===== src/sv/ffra_pkg.sv =====
package ffra_pkg;

   // default grid size in 4x4 texel blocks
   localparam int FFRA_GRID_W = 64;
   localparam int FFRA_GRID_H = 64;

   // field widths
   localparam int POS_W  = 6;
   localparam int SIZE_W = 7;
   localparam int TAG_W  = 16;

   // operation codes
   localparam logic OP_FIND = 1'b0;
   localparam logic OP_FILL = 1'b1;

   // controller states
   typedef enum logic [3:0] {
      ST_CLEAR,
      ST_IDLE,
      ST_CHECK,
      ST_FREAD,
      ST_FDRAIN,
      ST_FSCAN,
      ST_FILL_RD,
      ST_FILL_WR,
      ST_DONE
   } state_type;

   // what the result registers take
   typedef enum logic [1:0] {
      RES_ORIGIN,
      RES_MISS,
      RES_HIT
   } res_kind_type;

   // controller to datapath
   typedef struct packed {
      logic         load;
      logic         row_start;
      logic         next_row;
      logic         rd_issue;
      logic         scan;
      logic         fill_rd;
      logic         fill_wr;
      logic         clr_wr;
      logic         res_set;
      res_kind_type res_kind;
   } cmd_type;

   // datapath to controller
   typedef struct packed {
      logic is_fill;
      logic fill_empty;
      logic wh_zero;
      logic oversize;
      logic read_last;
      logic scan_hit;
      logic scan_end;
      logic rows_end;
      logic fill_last;
      logic clear_last;
   } status_type;

endpackage


===== src/sv/ffra_dpath.sv =====
module ffra_dpath #(
   parameter int GRID_W = 64,
   parameter int GRID_H = 64
) (
   input  logic                  clock,
   input  logic                  reset,
   input  ffra_pkg::cmd_type     cmd,
   output ffra_pkg::status_type  status,
   input  logic                  req_operation,
   input  logic [5:0]            req_rect_x,
   input  logic [5:0]            req_rect_y,
   input  logic [6:0]            req_rect_width,
   input  logic [6:0]            req_rect_height,
   input  logic [15:0]           req_owner_tag,
   output logic                  rsp_found,
   output logic [5:0]            rsp_pos_x,
   output logic [5:0]            rsp_pos_y
);
   import ffra_pkg::*;

   localparam int AW  = (GRID_H > 1) ? $clog2(GRID_H) : 1;
   localparam int CIW = (GRID_W > 1) ? $clog2(GRID_W) : 1;
   localparam int RW  = $clog2(GRID_H + 256) + 1;
   localparam int MXW = $clog2(GRID_W + 256) + 1;
   localparam int PW  = CIW + 8;

   // row bitmap: one bit per cell, set when the cell holds a nonzero tag
   logic [GRID_W-1:0] mem [GRID_H];
   logic [GRID_W-1:0] rd_data_ff;

   // request copy
   logic              op_ff, op_in;
   logic [5:0]        y_ff, y_in;
   logic [6:0]        w_ff, w_in;
   logic [6:0]        h_ff, h_in;
   logic              tag_nz_ff, tag_nz_in;
   logic [GRID_W-1:0] mask_ff, mask_in;

   // scan state
   logic [RW-1:0]     row_ff, row_in;
   logic [6:0]        k_ff, k_in;
   logic              pend_ff, pend_in;
   logic [GRID_W-1:0] acc_ff, acc_in;
   logic [CIW-1:0]    col_ff, col_in;
   logic [6:0]        span_ff, span_in;
   logic [7:0]        span_next;

   // result
   logic              found_ff, found_in;
   logic [5:0]        pos_x_ff, pos_x_in;
   logic [5:0]        pos_y_ff, pos_y_in;

   logic [RW-1:0]     rd_sum;
   logic [AW-1:0]     raddr;
   logic              re;
   logic              we;
   logic [GRID_W-1:0] wdata;
   logic [PW-1:0]     px;

   // fill column mask, one compare pair per column
   always_comb begin
      for (int i = 0; i < GRID_W; i++) begin
         mask_in[i] = (MXW'(i) >= MXW'(req_rect_x)) &&
                      (MXW'(i) < (MXW'(req_rect_x) + MXW'(req_rect_width)));
      end
   end

   // memory ports
   assign rd_sum = row_ff + RW'(k_ff);
   assign raddr  = cmd.fill_rd ? row_ff[AW-1:0] : rd_sum[AW-1:0];
   assign re     = cmd.rd_issue | cmd.fill_rd;
   assign we     = cmd.fill_wr | cmd.clr_wr;
   assign wdata  = cmd.clr_wr ? '0 :
                   ((rd_data_ff & ~mask_ff) | (tag_nz_ff ? mask_ff : '0));

   always_ff @(posedge clock) begin
      if (we) begin
         mem[row_ff[AW-1:0]] <= wdata;
      end
      if (re) begin
         rd_data_ff <= mem[raddr];
      end
   end

   // run of free columns
   assign span_next = acc_ff[0] ? 8'd0 : (8'(span_ff) + 8'd1);
   assign px        = PW'(col_ff) + PW'(1) - PW'(w_ff);

   // status
   always_comb begin
      status.is_fill    = (op_ff == OP_FILL);
      status.fill_empty = (h_ff == 7'd0) || (RW'(y_ff) >= RW'(GRID_H));
      status.wh_zero    = (w_ff == 7'd0) || (h_ff == 7'd0);
      status.oversize   = (MXW'(w_ff) > MXW'(GRID_W)) || (RW'(h_ff) > RW'(GRID_H));
      status.read_last  = ((8'(k_ff) + 8'd1) == 8'(h_ff));
      status.scan_hit   = (span_next >= 8'(w_ff));
      status.scan_end   = (col_ff == CIW'(GRID_W - 1));
      status.rows_end   = ((row_ff + RW'(1) + RW'(h_ff)) > RW'(GRID_H));
      status.fill_last  = ((row_ff + RW'(1)) >= (RW'(y_ff) + RW'(h_ff))) ||
                          ((row_ff + RW'(1)) >= RW'(GRID_H));
      status.clear_last = (row_ff == RW'(GRID_H - 1));
   end

   // next values
   always_comb begin
      op_in     = op_ff;
      y_in      = y_ff;
      w_in      = w_ff;
      h_in      = h_ff;
      tag_nz_in = tag_nz_ff;
      row_in    = row_ff;
      k_in      = k_ff;
      pend_in   = cmd.rd_issue;
      acc_in    = acc_ff;
      col_in    = col_ff;
      span_in   = span_ff;
      found_in  = found_ff;
      pos_x_in  = pos_x_ff;
      pos_y_in  = pos_y_ff;

      // latch request
      if (cmd.load) begin
         op_in     = req_operation;
         y_in      = req_rect_y;
         w_in      = req_rect_width;
         h_in      = req_rect_height;
         tag_nz_in = (req_owner_tag != '0);
         row_in    = (req_operation == OP_FILL) ? RW'(req_rect_y) : '0;
      end

      // row walk
      if (cmd.clr_wr || cmd.fill_wr || cmd.next_row) begin
         row_in = row_ff + RW'(1);
      end

      // column mask of one origin row
      if (cmd.row_start) begin
         acc_in  = '0;
         k_in    = '0;
         col_in  = '0;
         span_in = '0;
      end else begin
         if (cmd.rd_issue) begin
            k_in = k_ff + 7'd1;
         end
         if (pend_ff) begin
            acc_in = acc_ff | rd_data_ff;
         end else if (cmd.scan) begin
            acc_in  = acc_ff >> 1;
            col_in  = col_ff + CIW'(1);
            span_in = span_next[6:0];
         end
      end

      // result
      if (cmd.res_set) begin
         case (cmd.res_kind)
            RES_HIT: begin
               found_in = 1'b1;
               pos_x_in = px[5:0];
               pos_y_in = row_ff[5:0];
            end
            RES_MISS: begin
               found_in = 1'b0;
               pos_x_in = '0;
               pos_y_in = '0;
            end
            default: begin
               found_in = 1'b1;
               pos_x_in = '0;
               pos_y_in = '0;
            end
         endcase
      end
   end

   // control registers
   always_ff @(posedge clock) begin
      if (reset) begin
         row_ff  <= '0;
         pend_ff <= 1'b0;
      end else begin
         row_ff  <= row_in;
         pend_ff <= pend_in;
      end
   end

   // payload registers
   always_ff @(posedge clock) begin
      op_ff     <= op_in;
      y_ff      <= y_in;
      w_ff      <= w_in;
      h_ff      <= h_in;
      tag_nz_ff <= tag_nz_in;
      if (cmd.load) begin
         mask_ff <= mask_in;
      end
      k_ff      <= k_in;
      acc_ff    <= acc_in;
      col_ff    <= col_in;
      span_ff   <= span_in;
      found_ff  <= found_in;
      pos_x_ff  <= pos_x_in;
      pos_y_ff  <= pos_y_in;
   end

   assign rsp_found = found_ff;
   assign rsp_pos_x = pos_x_ff;
   assign rsp_pos_y = pos_y_ff;

endmodule


===== src/sv/ffra_ctrl.sv =====
module ffra_ctrl (
   input  logic                  clock,
   input  logic                  reset,
   input  logic                  start,
   output logic                  busy,
   output logic                  rsp_strobe,
   output ffra_pkg::cmd_type     cmd,
   input  ffra_pkg::status_type  status
);
   import ffra_pkg::*;

   state_type state_ff, state_in;

   // next state
   always_comb begin
      state_in = state_ff;
      case (state_ff)
         ST_CLEAR: begin
            if (status.clear_last) state_in = ST_IDLE;
         end
         ST_IDLE: begin
            if (start) state_in = ST_CHECK;
         end
         ST_CHECK: begin
            if (status.is_fill) begin
               state_in = status.fill_empty ? ST_DONE : ST_FILL_RD;
            end else if (status.wh_zero || status.oversize) begin
               state_in = ST_DONE;
            end else begin
               state_in = ST_FREAD;
            end
         end
         ST_FREAD: begin
            if (status.read_last) state_in = ST_FDRAIN;
         end
         ST_FDRAIN: begin
            state_in = ST_FSCAN;
         end
         ST_FSCAN: begin
            if (status.scan_hit) begin
               state_in = ST_DONE;
            end else if (status.scan_end) begin
               state_in = status.rows_end ? ST_DONE : ST_FREAD;
            end
         end
         ST_FILL_RD: begin
            state_in = ST_FILL_WR;
         end
         ST_FILL_WR: begin
            state_in = status.fill_last ? ST_DONE : ST_FILL_RD;
         end
         ST_DONE: begin
            state_in = ST_IDLE;
         end
         default: begin
            state_in = ST_IDLE;
         end
      endcase
   end

   // commands
   always_comb begin
      cmd          = '0;
      cmd.res_kind = RES_ORIGIN;
      busy         = (state_ff != ST_IDLE);
      rsp_strobe   = 1'b0;
      case (state_ff)
         ST_CLEAR: begin
            cmd.clr_wr = 1'b1;
         end
         ST_IDLE: begin
            cmd.load = start;
         end
         ST_CHECK: begin
            if (status.is_fill) begin
               cmd.res_set = status.fill_empty;
            end else if (status.wh_zero) begin
               cmd.res_set = 1'b1;
            end else if (status.oversize) begin
               cmd.res_set  = 1'b1;
               cmd.res_kind = RES_MISS;
            end else begin
               cmd.row_start = 1'b1;
            end
         end
         ST_FREAD: begin
            cmd.rd_issue = 1'b1;
         end
         ST_FSCAN: begin
            cmd.scan = 1'b1;
            if (status.scan_hit) begin
               cmd.res_set  = 1'b1;
               cmd.res_kind = RES_HIT;
            end else if (status.scan_end) begin
               if (status.rows_end) begin
                  cmd.res_set  = 1'b1;
                  cmd.res_kind = RES_MISS;
               end else begin
                  cmd.next_row  = 1'b1;
                  cmd.row_start = 1'b1;
               end
            end
         end
         ST_FILL_RD: begin
            cmd.fill_rd = 1'b1;
         end
         ST_FILL_WR: begin
            cmd.fill_wr = 1'b1;
            cmd.res_set = status.fill_last;
         end
         ST_DONE: begin
            rsp_strobe = 1'b1;
         end
         default: begin
            cmd.res_kind = RES_ORIGIN;
         end
      endcase
   end

   always_ff @(posedge clock) begin
      if (reset) begin
         state_ff <= ST_CLEAR;
      end else begin
         state_ff <= state_in;
      end
   end

endmodule


===== src/sv/atlas_first_fit_rect_allocator_core.sv =====
// First-fit rectangle allocator for a glyph atlas grid of GRID_W x GRID_H
// cells (one per 4x4 texel block). The core keeps one occupied bit per cell
// in a row-wide memory. After reset it clears the memory one row at a time
// with busy high. A request transfers when start is high and busy is low; its
// result appears for exactly one cycle with rsp_strobe and cannot be held
// off, so the receiver must take it on that cycle. A fill does a
// read-modify-write of each covered memory row, a read state followed by a
// write state per row. A find with rect_width or rect_height zero, or too
// large for the grid, ends without reading the memory. Otherwise each
// candidate origin row first gathers the occupancy of the rows it would
// span (one memory read per cycle) and then scans up to GRID_W columns one
// per cycle; a find stops at the first fit. pos_x and pos_y carry the low
// six bits of the origin.
module atlas_first_fit_rect_allocator_core #(
   parameter int GRID_W = ffra_pkg::FFRA_GRID_W,
   parameter int GRID_H = ffra_pkg::FFRA_GRID_H
) (
   input  logic        clock,
   input  logic        reset,
   input  logic        start,
   output logic        busy,
   input  logic        req_operation,
   input  logic [5:0]  req_rect_x,
   input  logic [5:0]  req_rect_y,
   input  logic [6:0]  req_rect_width,
   input  logic [6:0]  req_rect_height,
   input  logic [15:0] req_owner_tag,
   output logic        rsp_strobe,
   output logic        rsp_found,
   output logic [5:0]  rsp_pos_x,
   output logic [5:0]  rsp_pos_y
);
   import ffra_pkg::*;

   cmd_type    cmd;
   status_type status;

   // sequencer
   ffra_ctrl u_ctrl (
      .clock      (clock),
      .reset      (reset),
      .start      (start),
      .busy       (busy),
      .rsp_strobe (rsp_strobe),
      .cmd        (cmd),
      .status     (status)
   );

   // occupancy memory, scan and result registers
   ffra_dpath #(
      .GRID_W (GRID_W),
      .GRID_H (GRID_H)
   ) u_dpath (
      .clock           (clock),
      .reset           (reset),
      .cmd             (cmd),
      .status          (status),
      .req_operation   (req_operation),
      .req_rect_x      (req_rect_x),
      .req_rect_y      (req_rect_y),
      .req_rect_width  (req_rect_width),
      .req_rect_height (req_rect_height),
      .req_owner_tag   (req_owner_tag),
      .rsp_found       (rsp_found),
      .rsp_pos_x       (rsp_pos_x),
      .rsp_pos_y       (rsp_pos_y)
   );

endmodule

===== config.mk =====
export PLATFORM = sky130hd
export DESIGN_NAME = atlas_first_fit_rect_allocator_core
export DESIGN_NICKNAME = d
export VERILOG_FILES = /design/src/sv/ffra_pkg.sv /design/src/sv/ffra_dpath.sv /design/src/sv/ffra_ctrl.sv /design/src/sv/atlas_first_fit_rect_allocator_core.sv
export SDC_FILE = /design/constraint.sdc
export NUM_CORES = 2
export LEC_CHECK = 0
export BUFFER_PORTS_ARGS = -buffer_cell sky130_fd_sc_hd__clkbuf_2
export CAP_MARGIN = 40
export CORE_ASPECT_RATIO = 0.8
export CORE_MARGIN = 5
export CORE_UTILIZATION = 34
export DETAILED_ROUTE_END_ITERATION = 7
export GPL_TIMING_DRIVEN = 0
export PLACE_DENSITY = 0.54
export SLEW_MARGIN = 40
export SYNTH_ARGS = -nofsm -noshare
export SYNTH_HDL_FRONTEND = slang
export SYNTH_HIERARCHICAL = 1
export SYNTH_SLANG_ARGS = --single-unit

===== constraint.sdc =====
create_clock -name clock -period 7.46 [get_ports clock]
set_input_delay 0.373 -clock clock [delete_from_list [all_inputs] [get_ports clock]]
set_output_delay 0.373 -clock clock [all_outputs]
set_load 0.02 [all_outputs]

Word-level counts from Yosys, hierarchy flattened

Memory sizes are Yosys's and may differ from the RTL's. A register that Yosys moved wholly into a read port is not among the register bits.
Cells that the tools add are included.

Input bits: 46
Bits in read-only memories: 0
Output and inout port bits: 15
Logic and storage cells: 311
Memory bits (writable): 4,096
Memories kept: 1
Latch bits: 0
Register bits: 198

Memory list:

| memory      | depth | width | rd ports | clocked after Yosys merged registers in | write ports | RTL line         | RTL |
|---|---|---|---|---|---|---|---|
| u_dpath.mem | 64    | 64    | 1        | 1                                       | 1           | ffra_dpath.sv:28 | `logic [GRID_W-1:0] mem [GRID_H];` |

Muxes and demuxes: 48
Bitwise gates (word level): 7
Reduce and logical (&&, ||, !) cells: 77
$add $sub $neg: 11
$lt $le $gt $ge: 133
Shift operators: 0
Multiply operators: 0
Div/mod/pow operators: 0
Equality and inequality tests: 18

Operators with widths:

| operator            | number |
|---|---|
| $lt 6x10->1 const A | 32 |
| $mux 64             | 4 |
| $ge 6x6->1 const A  | 31 |
| $lt 5x10->1 const A | 16 |
| $or 64x64->64       | 2 |
| $ge 5x6->1 const A  | 16 |
| $lt 4x10->1 const A | 8 |
| $and 64x64->64      | 1 |
| $not 64->64         | 1 |
| $logic_and 1x1->1   | 63 |
| $ge 4x6->1 const A  | 8 |
| $lt 3x10->1 const A | 4 |
| $mux 4              | 10 |
| $pmux 4 s8          | 1 |
| $ge 3x6->1 const A  | 4 |
| $lt 1x10->1 const A | 2 |
| $lt 2x10->1 const A | 2 |
| $mux 10             | 2 |
| $add 6x7->8         | 2 |
| $add 7x1->8 const B | 2 |
| $eq 4x3->1 const B  | 4 |
| $mux 1              | 16 |
| $reduce_bool 16->1  | 1 |
| $gt 7x7->1 const B  | 2 |
| other kinds (38)    | 60 |

Logic depth before layout (Yosys ltp)

Word-level depth: 9
Depth in mapped cells: 18
Gate-level depth less buffers: 17

Cells and area by module

Netlist, hierarchy kept.

Modules (own cells, without submodules):

| module     | seq. area each (um^2) | times used | cells each | area each (um^2) |
|---|---|---|---|---|
| ffra_dpath | 129,794.5             | 1          | 9,459      | 170,750.0 |
| ffra_ctrl  | 80.1                  | 1          | 64         | 483.0 |

Worst setup path after synthesis

OpenSTA, ideal clock, no wires.

Path type: register to register
From: register u_ctrl.state_ff[3]
To: memory u_dpath.mem[32][0], enable pin
Library setup time: 565 ps
Arrival time: 5,986 ps
Path buffers: 2
Slack: 910 ps
Required time: 6,895 ps
Cell stages (with the launch flop): 8
Period minus slack after synthesis: 6,550 ps
Cells stage by stage: dfxtp_1 -> buf_6 -> nor4_1 -> or2_2 -> clkbuf_1 -> nand3_1 -> or2_2 -> nor3_1

RTL lines:

| element                | RTL line         | RTL |
|---|---|---|
| from (decl)            | ffra_ctrl.sv:12  | `state_type state_ff, state_in;` |
| from (signal assigned) | ffra_ctrl.sv:124 | `state_ff <= state_in;` |
| to (decl)              | ffra_dpath.sv:28 |  |

==> flow_metrics.tcl <==
set metrics [dict create \
    status "complete, no violations" \
    timing.hold.ws_ps 77.7 \
    vdd_ir_drop_max_uv 201 \
    cts_resized 0 \
    post_drt_wl_per_cell_um 33.0 \
    final_cells 17749 \
    gp_congestion 0.920 \
    avgSynthCellArea_um2 18.0 \
    final_cell_mix "4259 x edfxtp_1, 1409 x nand2_1, 808 x mux4_2" \
    drtAntennaViolNets 0 \
    final-hold-violation-count 0 \
    rsz0062_at_grt "no" \
    antenna_found_initial 65 \
    crit_path_max_fanout 10 \
    synth_compound_area_share_pct 3.19 \
    worst_setup_path_end_kind "flip-flop" \
    pre_cts_ws_ps 918 \
    synth_fp_nets 9627 \
    fillers 44340 \
    cts_tree "yes" \
    muxShareOfSynthArea_pct 12.3 \
    ios 61 \
    final_common_cell "edfxtp_1" \
    skew_ps 71.9 \
    yosys.cell_types.count 78 \
    fp.dieH_um 645 \
    hpwl_um 426000 \
    synthesis.area_mm2 0.171 \
    numCtsBuffers 417 \
    ys_warn_count 6 \
    nNetsFinal 10758 \
    async_reset_ff_share_pct 0 \
    synthAdderAreaFrac_pct 0.446 \
    max_stage_delay_ps 800 \
    cts_htree_levels 5 \
    drive_gt1_share_pct 23.7 \
    clk_latency_ps 1020 \
    synth-edff-count 4259 \
    cts_sinks 4358 \
    min_path_type "in2reg" \
    portBuffers 60 \
    root_buffer "clkbuf_16" \
    core_mm2 0.503 \
    gr-total-overflow 0 \
    fmax_mhz 157 \
    routed_wl_um 585000 \
    total_power_mw 51.6 \
    drtPass1Iterations 8 \
    synth_top_family_by_area "multiplexers" \
    grt_pass1_wl_um 800000 \
    crit_required_ps 8080 \
    syn2layout_area_growth_pct 21.5 \
    powerDensity_mw_per_mm2 248 \
    tightest_slew_ps 1030 \
    tns_ps 0 \
    drt_iter0_drc 16436 \
    initial_core_util_pct 34.1 \
    place_inst 16882 \
    grt_max_degree 39 \
    placed_area_mm2 0.194 \
    die_x_um 803 \
    layout_min_cycle_time_ps 6380 \
    drv_cap 0 \
    post-route-util_pct 41.4 \
    via_per_inst 5.68 \
    leakagePower_nw 65.1 \
    synth_seq_cells 4358 \
    cp_cell_sequence "buf_4 -> nor3_1 -> buf_6 -> mux2i_4 -> buf_4 -> buf_6 -> buf_2 -> buf_2 -> mux4_2 -> nand2_1 -> a31oi_1 -> a32oi_2 -> o221ai_1" \
    synthSimpleGateAreaFrac_pct 6.41 \
    clk_path_buf_depth 4 \
    yosysSeqAreaShare_pct 75.8 \
    track_usage_pct 22.0 \
    fin_area_mm2 0.208 \
    period_share_pct 85.6 \
    setup_viol 0 \
    arrival_ps 7000 \
    fp-row-count 233 \
    synthXorXnorAreaFrac_pct 0.260 \
    slew_violations 0 \
    vias 100852 \
    path_class "reg2reg" \
    grt_pass1_vias 96822 \
    finalWorstSetupSlack_ps 1080 \
    dominantRegCellSynth "edfxtp_1" \
    slowest_stage "a32oi_2" \
    relSlewSlack_pct 30.7 \
    synth_cells 9523 \
    path_clk_slew_ps 70 \
    setup.worst_path.start_class "flip-flop" \
    drcViolationCount 0 \
    die_area_mm2 0.518 \
]
## critical path, delay by kind of cell (launching register included)
kind / cells / cell delay, ps
mux: 2 / 1090
buf+inv: 6 / 2270
compound gates: 3 / 1610
simple gates: 2 / 530
flops: 1 / 410
## logic make-up (layout without fill, tap and decap cells)
logic type,Yosys count,after routing
AO/OA/AOI/OAI,806,806
adder cells (fa/ha/maj),58,58
XOR/XNOR,50,50
AND/OR/NAND/NOR,2557,2557
multiplexers,1089,1089
flip-flops,4358,4358
other,0,39
buffers and inverters,605,2095
## cells in the mapped netlist (all sizes together) (7+ instances only)
master   count  area, um^2
xnor2       26         228
a22o        16         140
buf        283        1490
mux4       808       18200
nand2     1410        5290
o21a        11        82.6
a2111oi     12         111
a22oi       10        75.1
nor2b       21         131
a311oi      25         219
or3         10        67.6
or4          8        71.3
a21oi      290        1450
inv         37         139
nand4       10        62.6
a32oi       99         867
o221ai      42         374
nor3        90         450
a31oi      113         707
mux2i      279        2790
nor4b        7        61.3
xor2        24         218
or2          9        56.3
ha          53         663
a211oi      24         185
o22ai       10        62.6
nand2b      81         514
dfxtp       99        1980
a21o        28         210
a32o        16         161
nor4        15        93.8
o21ai       46         245
clkbuf     285        1070
nor2       373        1400
a221oi      27         236
edfxtp    4259      128000
and3        56         350
and2        18         113
nand3      435        2180
## layout make-up
| type | instances | area [um^2] | share of cell area [%] |
|---|---|---|---|
| Sequential cell | 4358 | 130000 | 62.5 |
| Multi-Input combinational cell | 4560 | 40100 | 19.3 |
| Timing Repair Buffer | 712 | 13200 | 6.37 |
| Clock buffer | 501 | 10900 | 5.26 |
| Tap cell | 6697 | 8380 | 4.03 |
| Buffer | 568 | 2710 | 1.30 |
| Clock inverter | 277 | 2510 | 1.21 |
| Inverter | 37 | 139 | 0.0668 |
| Antenna cell | 39 | 97.6 | 0.0469 |
## timing repair
action                                 CTS  global route
setup buffers                            0             0
hold buffers                            31             0
endpoints found under the hold margin   62             0
## final timing paths
path / from / end / slack [ps] / cells after the start
hold / removal: req_rect_height[1] / u_dpath/h_ff[1] / 80 / 2
setup / recovery: u_ctrl/state_ff[0] / u_dpath/rd_data_ff[34] / 1080 / 13
setup reg to reg: u_ctrl/state_ff[0] / u_dpath/rd_data_ff[34] / 1080 / 13
hold reg to reg: u_dpath/span_ff[6] / u_dpath/span_ff[6] / 460 / 2
## sequential cells by signal, indices dropped and copies added, names as in the netlist
register and flops:
u_dpath/rsp_pos_x 6, u_dpath/y_ff 6, u_dpath/mem 4096, u_dpath/tag_nz_ff 1, u_dpath/pend_ff 1, u_dpath/span_ff 7
u_dpath/k_ff 7, u_dpath/acc_ff 64, u_dpath/h_ff 7, u_dpath/mask_ff 64, u_dpath/row_ff 10, u_dpath/col_ff 6
u_dpath/rd_data_ff 64, u_ctrl/state_ff 4, u_dpath/op_ff 1, u_dpath/rsp_pos_y 6, u_dpath/w_ff 7, u_dpath/rsp_found 1
## routing by layer
layer	share of wire (%)	vias up	track usage (%)
met2	42	6167	31.2
met4	2.9	10	5.85
met3	13	895	7.01
li1	-	40212	-
met1	42	53568	32.5
met5	0.0097	-	0
## power by group
part	internal, mW	total [mW]	switching (mW)
registers	26.6	26.7	0.0437
clock network	11.7	21.2	9.49
logic	1.32	3.74	2.42
Power figures use the tool's default switching activity.
